$ cat config.mk
export PLATFORM = sky130hd
export DESIGN_NAME = integer_to_ascii_formatter_flat
export DESIGN_NICKNAME = d
export VERILOG_FILES = /design/src/rtl/itaf_pkg.sv /design/src/rtl/itaf_in_if.sv /design/src/rtl/itaf_out_if.sv /design/src/rtl/integer_to_ascii_formatter.sv /design/src/rtl/itaf_dabble.sv /design/src/flat_wrapper.sv
export SDC_FILE = /design/constraint.sdc
export NUM_CORES = 1
export LEC_CHECK = 0
export BUFFER_PORTS_ARGS = -buffer_cell sky130_fd_sc_hd__buf_2
export CAP_MARGIN = 30
export CORE_UTILIZATION = 61
export DETAILED_ROUTE_END_ITERATION = 7
export PLACE_DENSITY = 0.86
export SLEW_MARGIN = 30
export SYNTH_ARGS = -nofsm -noshare
export SYNTH_HDL_FRONTEND = slang
export SYNTH_SLANG_ARGS = --single-unit
$ cat constraint.sdc
create_clock -name clk -period 5.9 [get_ports clk]
set_input_delay 1.18 -clock clk [delete_from_list [all_inputs] [get_ports clk]]
set_output_delay 1.18 -clock clk [all_outputs]
set_load 0.05 [all_outputs]
$ cat src/rtl/itaf_pkg.sv
// Package for the integer-to-ASCII formatter: widths, format codes,
// character constants and the digit-to-character mapping.
// Depends on nothing; every other file of the block uses it.
package itaf_pkg;

  localparam int VALUE_WIDTH = 32;
  localparam int IN_VALUE_W  = 32;

  // Digit counts: decimal uses log10(2) ~ 1233/4096.
  localparam int DEC_DIGITS = (VALUE_WIDTH * 1233) / 4096 + 1;
  localparam int OCT_DIGITS = (VALUE_WIDTH + 2) / 3;
  localparam int NDIG       = (DEC_DIGITS > OCT_DIGITS) ? DEC_DIGITS : OCT_DIGITS;
  localparam int CNT_W      = $clog2(NDIG + 1);
  localparam int DCNT_W     = $clog2(VALUE_WIDTH + 1);

  typedef logic [1:0]             op_t;
  typedef logic [7:0]             char_t;
  typedef logic [3:0]             digit_t;
  typedef logic [VALUE_WIDTH-1:0] word_t;

  localparam op_t OP_UDEC = 2'd0;
  localparam op_t OP_SDEC = 2'd1;
  localparam op_t OP_OCT  = 2'd2;
  localparam op_t OP_HEX  = 2'd3;

  localparam char_t CH_ZERO  = 8'h30;
  localparam char_t CH_ALPHA = 8'h37;  // 'A' - 10
  localparam char_t CH_MINUS = 8'h2D;
  localparam char_t CH_X     = 8'h78;

  function automatic char_t digit_char(input digit_t d);
    char_t c;
    if (d < 4'd10) begin
      c = CH_ZERO + char_t'(d);
    end else begin
      c = CH_ALPHA + char_t'(d);
    end
    return c;
  endfunction

endpackage

$ cat src/rtl/itaf_in_if.sv
// Request channel of the formatter: valid/ready handshake carrying the
// format code and the value. Depends on itaf_pkg.
interface itaf_in_if;
  logic                                  valid;
  logic                                  ready;
  itaf_pkg::op_t                         operation;
  logic [itaf_pkg::IN_VALUE_W-1:0]       value;

  modport source (output valid, output operation, output value, input ready);
  modport sink   (input valid, input operation, input value, output ready);
endinterface

$ cat src/rtl/itaf_out_if.sv
// Character channel of the formatter: valid/ready handshake carrying one
// ASCII character and the end-of-text flag. Depends on itaf_pkg.
interface itaf_out_if;
  logic            valid;
  logic            ready;
  itaf_pkg::char_t ch;
  logic            last;

  modport source (output valid, output ch, output last, input ready);
  modport sink   (input valid, input ch, input last, output ready);
endinterface

$ cat src/rtl/integer_to_ascii_formatter.sv
// Integer to ASCII formatter: unsigned/signed decimal, octal and hex text.
// Hex and octal values pass from acceptance through leading-zero trimming to the
// first character; decimal values first go through the BCD conversion.
// One character per cycle once emitting, while the output is not stalled; the
// decimal conversion runs on the one-bit-per-cycle BCD shifter.
// Reset (rst_n, synchronous, active low) empties the output register and idles.
module integer_to_ascii_formatter (
  input  logic       clk,
  input  logic       rst_n,
  itaf_in_if.sink    in_chan,
  itaf_out_if.source out_chan
);
  import itaf_pkg::*;

  // Controller states.
  localparam logic [1:0] S_IDLE = 2'd0;  // waiting for a request
  localparam logic [1:0] S_CONV = 2'd1;  // decimal: BCD shifter running
  localparam logic [1:0] S_TRIM = 2'd2;  // dropping leading zero digits
  localparam logic [1:0] S_EMIT = 2'd3;  // sending prefix, then digits

  logic [1:0] state_r, state_nxt;

  // Digit store, most significant digit at index NDIG-1 after trimming.
  digit_t [NDIG-1:0] dig_r, dig_nxt;
  logic [CNT_W-1:0]  cnt_r, cnt_nxt;     // significant digits still held
  logic [1:0]        pre_r, pre_nxt;     // prefix characters still to send
  op_t               mode_r, mode_nxt;

  logic  out_valid_r, out_valid_nxt;
  char_t out_ch_r, out_ch_nxt;
  logic  out_last_r, out_last_nxt;

  // Request decode.
  logic                        accept;
  word_t                       v_in, mag;
  logic                        neg, is_zero, is_dec;
  logic [3*NDIG-1:0]           oct_vec;
  logic [4*NDIG-1:0]           hex_vec, bcd_vec;
  logic [4*DEC_DIGITS-1:0]     bcd;
  logic                        conv_done;
  logic                        out_free;

  assign in_chan.ready = (state_r == S_IDLE);
  assign accept        = in_chan.valid && in_chan.ready;

  // Only the low VALUE_WIDTH bits count; signed mode takes the magnitude,
  // which also covers the most negative value since the result is unsigned.
  assign v_in    = word_t'(in_chan.value);
  assign is_zero = (v_in == '0);
  assign neg     = (in_chan.operation == OP_SDEC) && v_in[VALUE_WIDTH-1];
  assign mag     = neg ? (~v_in + word_t'(1)) : v_in;
  assign is_dec  = (in_chan.operation == OP_UDEC) || (in_chan.operation == OP_SDEC);

  assign oct_vec = (3*NDIG)'(mag);
  assign hex_vec = (4*NDIG)'(mag);
  assign bcd_vec = (4*NDIG)'(bcd);

  itaf_dabble u_dabble (
    .clk   (clk),
    .rst_n (rst_n),
    .start (accept && is_dec),
    .bin   (mag),
    .done  (conv_done),
    .bcd   (bcd)
  );

  // The output register may be loaded when empty or being taken this cycle,
  // so a new request can be accepted while the final character still waits.
  assign out_free = !out_valid_r || out_chan.ready;

  always_comb begin
    state_nxt     = state_r;
    dig_nxt       = dig_r;
    cnt_nxt       = cnt_r;
    pre_nxt       = pre_r;
    mode_nxt      = mode_r;
    out_valid_nxt = out_valid_r && !out_chan.ready;
    out_ch_nxt    = out_ch_r;
    out_last_nxt  = out_last_r;

    case (state_r)
      S_IDLE: begin
        if (accept) begin
          mode_nxt = in_chan.operation;
          cnt_nxt  = CNT_W'(NDIG);
          // Prefix: '-' for negative decimal, '0' for octal, "0x" for hex.
          // A zero value has no prefix in any format.
          if (is_zero) begin
            pre_nxt = 2'd0;
          end else if (in_chan.operation == OP_HEX) begin
            pre_nxt = 2'd2;
          end else if ((in_chan.operation == OP_OCT) || neg) begin
            pre_nxt = 2'd1;
          end else begin
            pre_nxt = 2'd0;
          end
          for (int i = 0; i < NDIG; i++) begin
            if (in_chan.operation == OP_OCT) begin
              dig_nxt[i] = {1'b0, oct_vec[3*i +: 3]};
            end else begin
              dig_nxt[i] = hex_vec[4*i +: 4];
            end
          end
          state_nxt = is_dec ? S_CONV : S_TRIM;
        end
      end

      S_CONV: begin
        if (conv_done) begin
          for (int i = 0; i < NDIG; i++) begin
            dig_nxt[i] = bcd_vec[4*i +: 4];
          end
          state_nxt = S_TRIM;
        end
      end

      S_TRIM: begin
        // Shift leading zeros out of the top, keeping at least one digit.
        if ((dig_r[NDIG-1] == 4'd0) && (cnt_r > CNT_W'(1))) begin
          for (int i = NDIG - 1; i > 0; i--) begin
            dig_nxt[i] = dig_r[i-1];
          end
          dig_nxt[0] = 4'd0;
          cnt_nxt    = cnt_r - CNT_W'(1);
        end else begin
          state_nxt = S_EMIT;
        end
      end

      S_EMIT: begin
        if (out_free) begin
          out_valid_nxt = 1'b1;
          if (pre_r != 2'd0) begin
            // Prefix characters are never last since digits follow.
            out_last_nxt = 1'b0;
            pre_nxt      = pre_r - 2'd1;
            if ((mode_r == OP_HEX) && (pre_r == 2'd1)) begin
              out_ch_nxt = CH_X;
            end else if (mode_r == OP_SDEC) begin
              out_ch_nxt = CH_MINUS;
            end else begin
              out_ch_nxt = CH_ZERO;
            end
          end else begin
            out_ch_nxt   = digit_char(dig_r[NDIG-1]);
            out_last_nxt = (cnt_r == CNT_W'(1));
            for (int i = NDIG - 1; i > 0; i--) begin
              dig_nxt[i] = dig_r[i-1];
            end
            dig_nxt[0] = 4'd0;
            cnt_nxt    = cnt_r - CNT_W'(1);
            if (cnt_r == CNT_W'(1)) begin
              state_nxt = S_IDLE;
            end
          end
        end
      end

      default: begin
        state_nxt = S_IDLE;
      end
    endcase
  end

  always_ff @(posedge clk) begin
    if (!rst_n) begin
      state_r     <= S_IDLE;
      out_valid_r <= 1'b0;
      cnt_r       <= '0;
      pre_r       <= 2'd0;
    end else begin
      state_r     <= state_nxt;
      out_valid_r <= out_valid_nxt;
      cnt_r       <= cnt_nxt;
      pre_r       <= pre_nxt;
    end
    dig_r      <= dig_nxt;
    mode_r     <= mode_nxt;
    out_ch_r   <= out_ch_nxt;
    out_last_r <= out_last_nxt;
  end

  assign out_chan.valid = out_valid_r;
  assign out_chan.ch    = out_ch_r;
  assign out_chan.last  = out_last_r;

endmodule

$ cat src/rtl/itaf_dabble.sv
// Bit-serial binary to BCD converter (shift-and-add-3), one bit per cycle.
// Depends on itaf_pkg.
module itaf_dabble (
  input  logic                                 clk,
  input  logic                                 rst_n,
  input  logic                                 start,
  input  itaf_pkg::word_t                      bin,
  output logic                                 done,
  output logic [4*itaf_pkg::DEC_DIGITS-1:0]    bcd
);
  import itaf_pkg::*;

  localparam int BCD_W = 4 * DEC_DIGITS;

  word_t             sh_r, sh_nxt;
  logic [BCD_W-1:0]  bcd_r, bcd_nxt, adj;
  logic [DCNT_W-1:0] cnt_r, cnt_nxt;
  logic              busy_r, busy_nxt;
  logic              done_r, done_nxt;

  // Each digit of 5 or more gets 3 added before the shift.
  always_comb begin
    for (int i = 0; i < DEC_DIGITS; i++) begin
      if (bcd_r[4*i +: 4] >= 4'd5) begin
        adj[4*i +: 4] = bcd_r[4*i +: 4] + 4'd3;
      end else begin
        adj[4*i +: 4] = bcd_r[4*i +: 4];
      end
    end
  end

  always_comb begin
    sh_nxt   = sh_r;
    bcd_nxt  = bcd_r;
    cnt_nxt  = cnt_r;
    busy_nxt = busy_r;
    done_nxt = 1'b0;
    if (start) begin
      sh_nxt   = bin;
      bcd_nxt  = '0;
      cnt_nxt  = DCNT_W'(VALUE_WIDTH);
      busy_nxt = 1'b1;
    end else if (busy_r) begin
      bcd_nxt = {adj[BCD_W-2:0], sh_r[VALUE_WIDTH-1]};
      sh_nxt  = {sh_r[VALUE_WIDTH-2:0], 1'b0};
      cnt_nxt = cnt_r - DCNT_W'(1);
      if (cnt_r == DCNT_W'(1)) begin
        busy_nxt = 1'b0;
        done_nxt = 1'b1;
      end
    end
  end

  always_ff @(posedge clk) begin
    if (!rst_n) begin
      busy_r <= 1'b0;
      done_r <= 1'b0;
      cnt_r  <= '0;
    end else begin
      busy_r <= busy_nxt;
      done_r <= done_nxt;
      cnt_r  <= cnt_nxt;
    end
    sh_r  <= sh_nxt;
    bcd_r <= bcd_nxt;
  end

  assign done = done_r;
  assign bcd  = bcd_r;

endmodule
$ cat src/flat_wrapper.sv
// flat-port wrapper written by rule: the top's interface ports become plain ports
module integer_to_ascii_formatter_flat import itaf_pkg::*;
  (clk, rst_n, in_chan_valid, in_chan_operation, in_chan_value, in_chan_ready, out_chan_valid, out_chan_ch, out_chan_last, out_chan_ready);
  itaf_in_if in_chan_i ();
  itaf_out_if out_chan_i ();
  input  logic clk;
  input  logic rst_n;
  input wire logic [$bits(in_chan_i.valid)-1:0] in_chan_valid;
  input wire logic [$bits(in_chan_i.operation)-1:0] in_chan_operation;
  input wire logic [$bits(in_chan_i.value)-1:0] in_chan_value;
  output wire logic [$bits(in_chan_i.ready)-1:0] in_chan_ready;
  output wire logic [$bits(out_chan_i.valid)-1:0] out_chan_valid;
  output wire logic [$bits(out_chan_i.ch)-1:0] out_chan_ch;
  output wire logic [$bits(out_chan_i.last)-1:0] out_chan_last;
  input wire logic [$bits(out_chan_i.ready)-1:0] out_chan_ready;
  assign in_chan_i.valid = in_chan_valid;
  assign in_chan_i.operation = in_chan_operation;
  assign in_chan_i.value = in_chan_value;
  assign in_chan_ready = in_chan_i.ready;
  assign out_chan_valid = out_chan_i.valid;
  assign out_chan_ch = out_chan_i.ch;
  assign out_chan_last = out_chan_i.last;
  assign out_chan_i.ready = out_chan_ready;
  integer_to_ascii_formatter u_core (.clk(clk), .rst_n(rst_n), .in_chan(in_chan_i), .out_chan(out_chan_i));
endmodule
==> impl_metrics.toml, run 1 <==
[sta]
skew_ns = 0.00613
maxSlewHeadroom_pct = 36.1
hold_ws_ns = 0.495
fin_crit_sh_pct = 51.4
setup-tns-final_ns = 0
final.min_clock_period_ns = 3.03
fmax_mhz = 330
final_max_slew_viol_count = 0
timing_hold_violations_final = 0
rsz0062_at_grt = "no"
tightest_slew_ns = 0.957
setup_viol = 0

[cts]
clk_latency_ns = 0.42
root_buffer = "clkbuf_16"
clk_pin_slew_ns = 0.06
cts_tree = "built"
cts_resized = 0
numCtsBuffers = 17
htree_levels = 4
postCtsSetupBuffers = 0
clockBufferDepth = 2
cts_sinks = 143
hold_buffers = 0

[placed_design]
dp_hpwl_um = 12300
port_buffers = 47
placed_area_um2 = 8020
gp_congestion = 0.854

[floorplan]
fp.dieW_um = 114
ios = 49
num_rows = 40
dieArea_um2 = 13000
start_util_pct = 63.2
core_um2 = 12100
die_h_um = 114

[global_routing]
grt_max_degree = 67
antenna_found_initial = 0
grt_usage_pct = 29.9
grt_pass1_wl_um = 30000
grt_remaining_overflow = 0
grt_pass1_vias = 6160

[detailed_routing]
drt-vias-per-instance = 6.30
dr.pass1.iters = 8
vias = 6353
drc = 7
first_iter_violations = 800
wirelength_um = 18300
drt-wirelength-per-cell_um = 18.1
antenna_left = 0

[yosys]
synth_seq_cells = 143
synthTopCellsByArea = "edfxtp_1 34%, dfxtp_1 15%, o21ai_0 6.3%, ha_1 5.6%, nand2_1 3.9%"
yosys_warnings = 0
synth-seq-area-share_pct = 48.7
synth_fp_nets = 867
async_reset_ff_share_pct = 0
yosysTopAreaCell = "edfxtp_1"
synth_flop_cell = "edfxtp_1"
yosysTopAreaCellShare_pct = 33.8
synth_cell_types = 55
syn_area_per_cell_um2 = 9.62
synth_edf_count = 86
syn_inst = 795
synth_area_um2 = 7650

[worst_setup_path]
arrival_ns = 3.18
worstRegToRegCells = 7
required_ns = 6.05
startpoint_type = "input pin"
crit_path_end_kind = "flop"
crit_fanout = 6
worstSetupPathType = "input pin to flop"

[cells_and_area]
n_fill_cell = 861
stdcell_area_um2 = 8640
final_common_cell = "o21ai_0"
final_nets = 899
drive_gt1_share_pct = 12.5
syn_to_final_growth_pct = 12.9
mostFrequentLayoutCells = "97 x o21ai_0, 86 x edfxtp_1, 79 x nand2_1"
n_antenna_cell = 0

[pwr]
powerDensity_nw_per_um2 = 457
power.leakage_uw = 0.00320
peakVddDrop_mv = 0.322

[run]
maxCapViolCount = 0

[outcome]
status = "finished, violations left"
violations = "DRC"

[worst_hold_path]
hold_depth = 2
hold_class = "flop to flop"
==> registers in the layout (all words and copies together) (netlist names) <==
signal and flops:
u_core.u_dabble.bcd 40, u_core.u_dabble.cnt_r 6, u_core.pre_r 2, u_core.cnt_r 4, u_core.out_chan.valid 1, u_core.u_dabble.busy_r 1, u_core.u_dabble.done 1, u_core.state_r 2
u_core.dig_r 44, u_core.out_chan.last 1, u_core.out_chan.ch 7, u_core.u_dabble.sh_r 32, u_core.mode_r 2
==> cells in the mapped netlist (2+ instances only) <==
cell type	n
or2_2	2
nand2b_1	13
a22oi_1	9
nand3_1	16
nor3_1	20
edfxtp_1	86
nor2_1	69
o41ai_1	3
o31ai_1	6
clkbuf_1	36
buf_1	3
a31oi_1	3
nor2b_1	8
nand4_1	3
a21oi_1	50
o21a_1	3
or3_1	2
o21ai_0	97
inv_1	46
a211oi_1	3
or4_4	3
nor4_1	2
a22o_1	4
nand2_1	80
o31ai_2	2
a222oi_1	25
ha_1	34
xor2_1	34
dfxtp_1	57
mux2i_1	17
xnor2_1	20
nand3b_1	2
o221ai_1	3
and2_1	4
o21ai_1	10
==> area by class of cell <==
cell class                      instances  area, µm²  area share [%]
Sequential cell                       143       3720            43.1
Multi-Input combinational cell        566       3640            42.1
Clock buffer                           20        447            5.17
Timing Repair Buffer                   53        280            3.25
Tap cell                              168        210            2.43
Inverter                               46        173            2.00
Clock inverter                         12        166            1.93
==> stage by stage <==
step                      total power [µW]  std cells  worst slack (ns)  utilization (%)
final                                 3950       1008              2.87             71.3
after global routing                  4150       1008              2.70             71.3
after CTS                             3930       1008              2.89             71.3
after detailed placement              2800        976              2.46             66.2
after floorplan                       2480        795             0.603                -
after global placement                2720        976              2.11             66.1
==> layer usage <==
metal / routed length [µm] / part of all wire (%) / global-route usage, %
met4: 330 / 1.8 / 10.6
met3: 1540 / 8.4 / 5.90
met5: 0 / 0 / 0
met1: 7290 / 40 / 38.0
met2: 9130 / 50 / 50.8
==> worst max-delay path, stage by stage <==
cell and delay [ns]:
buf_2 0.15, or4_4 0.58, nor4_4 0.35, nand4_4 0.24
o31ai_4 0.35, xor2_1 0.25, o21ai_1 0.09
==> cell families (layout without fill, tap and decap cells) <==
| kind of cell | after synthesis | in the layout | synth area share (%) |
|---|---|---|---|
| AOI/OAI and AO/OA | 230 | 230 | 18.9 |
| xor gates and xnor gates | 54 | 54 | 6.18 |
| adders and majority gates | 34 | 34 | 5.56 |
| buffers and inverters | 86 | 131 | 4.27 |
| DFF | 143 | 143 | 48.7 |
| muxes | 18 | 18 | 2.37 |
| other | 1 | 1 | 0.0490 |
| and+or+nand+nor | 229 | 229 | 14.0 |
==> report_power, final <==
group / internal [µW] / total [µW] / switching, µW
sequential: 1520 / 1660 / 144
clock: 714 / 1120 / 407
combinational: 355 / 1170 / 812
total: 2590 / 3950 / 1360
==> final timing paths <==
check	endpoint	slack (ns)	startpoint
hold reg to reg	u_core.u_dabble.bcd[39]	0.49	u_core.u_dabble.bcd[39]
hold / removal	u_core.u_dabble.bcd[39]	0.49	u_core.u_dabble.bcd[39]
setup / recovery	u_core.u_dabble.sh_r[23]	2.87	in_chan_value[13]
setup reg to reg	u_core.dig_r[21]	3.31	u_core.state_r[0]
No activity file was read; power rests on OpenSTA's default activity.
==> run 2: changes to the inputs <==
--- a/config.mk
+++ b/config.mk
@@ -7,9 +7,9 @@
 export LEC_CHECK = 0
 export BUFFER_PORTS_ARGS = -buffer_cell sky130_fd_sc_hd__buf_2
 export CAP_MARGIN = 30
-export CORE_UTILIZATION = 61
+export CORE_UTILIZATION = 55
 export DETAILED_ROUTE_END_ITERATION = 7
-export PLACE_DENSITY = 0.86
+export PLACE_DENSITY = 0.82
 export SLEW_MARGIN = 30
 export SYNTH_ARGS = -nofsm -noshare
 export SYNTH_HDL_FRONTEND = slang
==> constraint.sdc (replaced) <==
create_clock -name clk -period 2.5 [get_ports clk]
set_input_delay 0.5 -clock clk [delete_from_list [all_inputs] [get_ports clk]]
set_output_delay 0.5 -clock clk [all_outputs]
set_load 0.05 [all_outputs]
==> run 2 against run 1 <==
- the run now ends clean
- routed wire length grew 4.0%
- global-route usage decreased by 2.2 points
- non-clock buffer count increased by 34
- critical path type is now flop to flop
- critical endpoint is now u_core.cnt_r[2]
==> impl_metrics.toml, run 2 (synthesis results as in run 1) <==
[outcome]
status = "finished clean"

[placed_design]
placed_area_um2 = 8340
gp_congestion = 0.885
dpl_worst_slack_ns = -0.0894
dp_hpwl_um = 12900
port_buffers = 47

[detailed_routing]
antenna_left = 0
drt-wirelength-per-cell_um = 18.1
first_iter_violations = 822
drt-vias-per-instance = 6.10
drc = 0
wirelength_um = 19000
dr.pass1.iters = 6
vias = 6403

[sta]
maxSlewHeadroom_pct = 51.2
setup-tns-final_ns = 0
final_max_slew_viol_count = 0
rsz0062_at_grt = "no"
tightest_slew_ns = 0.727
fin_crit_sh_pct = 90.8
skew_ns = 0.00917
setup_viol = 0
fmax_mhz = 440
final.min_clock_period_ns = 2.27
timing_hold_violations_final = 0
fin_ws_ns = 0.229

[global_routing]
grt_pass1_wl_um = 30800
grt_remaining_overflow = 0
antenna_found_initial = 0
grt_pass1_vias = 6297
grt_usage_pct = 27.7
grt_max_degree = 45

[cells_and_area]
mostFrequentLayoutCells = "96 x o21ai_0, 86 x edfxtp_1, 79 x nand2_1"
drive_gt1_share_pct = 16.7
stdcell_area_um2 = 8950
post-route-util_pct = 66.8
n_antenna_cell = 0
final_nets = 933
largest_register_ffs = 44
syn_to_final_growth_pct = 17.0
final_common_cell = "o21ai_0"
top_register = "u_core.dig_r"

[worst_setup_path]
max_stage_delay_ns = 0.70
arrival_ns = 2.64
path_buf_inv = 1
startpoint_type = "flop"
required_ns = 2.87
cp_top_family = "compound AO/OA/AOI/OAI gates"
worstSetupPathType = "flop to flop"
cp_cell_sequence = "inv_1 > ha_1 > nor2_1 > o311ai_1 > a211oi_1 > nor2b_1 > nand4b_1 > nand2_1"
slowest_stage = "a211oi_1"
crit_path_end_kind = "flop"
crit_fanout = 6

[pwr]
peakVddDrop_mv = 0.856
netSwitchingFraction_pct = 34.9
p_switching_uw = 3330
power.leakage_uw = 0.00337
p_int_uw = 6230
power_uw = 9560
pwr-share-seq_pct = 41.0
clock_power_share_pct = 27.3
comb_power_share_pct = 31.7
powerDensity_nw_per_um2 = 1070

[floorplan]
dieArea_um2 = 14400
fp.dieW_um = 120
ios = 49
start_util_pct = 57.1
die_h_um = 120
num_rows = 42
core_um2 = 13400

[worst_hold_path]
hold_class = "input pin to flop"

[cts]
postCtsSetupBuffers = 0
numCtsBuffers = 17
htree_levels = 4
clockBufferDepth = 2
cts_sinks = 143
clk_latency_ns = 0.42
hold_buffers = 0
clk_pin_slew_ns = 0.06
cts_resized = 0
cts_tree = "built"
root_buffer = "clkbuf_16"

[run]
maxCapViolCount = 0
run 2: area by class of cell:
type / instances / area, µm²
clock buffer: 19 / 443
clock inverter: 13 / 165
fill: 1018 / 4450
inverter: 46 / 173
multi-input combinational: 566 / 3650
sequential: 143 / 3730
tap: 176 / 220
timing repair buffer: 87 / 573
run 2: path summary, 6_finish.rpt:
kind | from | end | slack [ns] | cells past startpoint
setup / recovery | u_core.cnt_r[0] | u_core.cnt_r[2] | 0.23 | 8
hold / removal | in_chan_operation[0] | u_core.mode_r[0] | 0.33 | 1
setup reg to reg | u_core.cnt_r[0] | u_core.cnt_r[2] | 0.23 | 8
hold reg to reg | u_core.u_dabble.cnt_r[1] | u_core.u_dabble.cnt_r[1] | 0.50 | 2
run 2: metal layers:
metal,global-route usage [%],up-vias,wire [µm]
li1,-,3018,-
met1,33.5,3041,7800
met2,46.2,303,9270
met3,7.89,41,1490
met4,11.4,0,471
met5,0,-,0
run 2: per-stage QoR:
step | hold WS (ns) | instances
2_1_floorplan | 0.444 | 795
3_3_place_gp | 0.466 | 1018
3_5_place_dp | 0.489 | 1018
4_1_cts | 0.318 | 1050
5_1_grt | 0.322 | 1050
6_report | 0.329 | 1050
run 2: power by group through the flow:
stage | clock network, µW | logic, µW | registers, µW
6_report | 2600 | 3030 | 3920
5_1_grt | 2720 | 3320 | 3980
4_1_cts | 2620 | 3000 | 3910
3_5_place_dp | 0 | 2970 | 3940
3_3_place_gp | 0 | 2870 | 3910
2_1_floorplan | 0 | 2010 | 3890
run 2: worst reg2reg max path, stage by stage, from the launching register on:
cell and delay, ns:
dfxtp_1 0.39, inv_1 0.06, ha_1 0.22, nor2_1 0.12, o311ai_1 0.19, a211oi_1 0.70, nor2b_1 0.33, nand4b_1 0.13
nand2_1 0.07
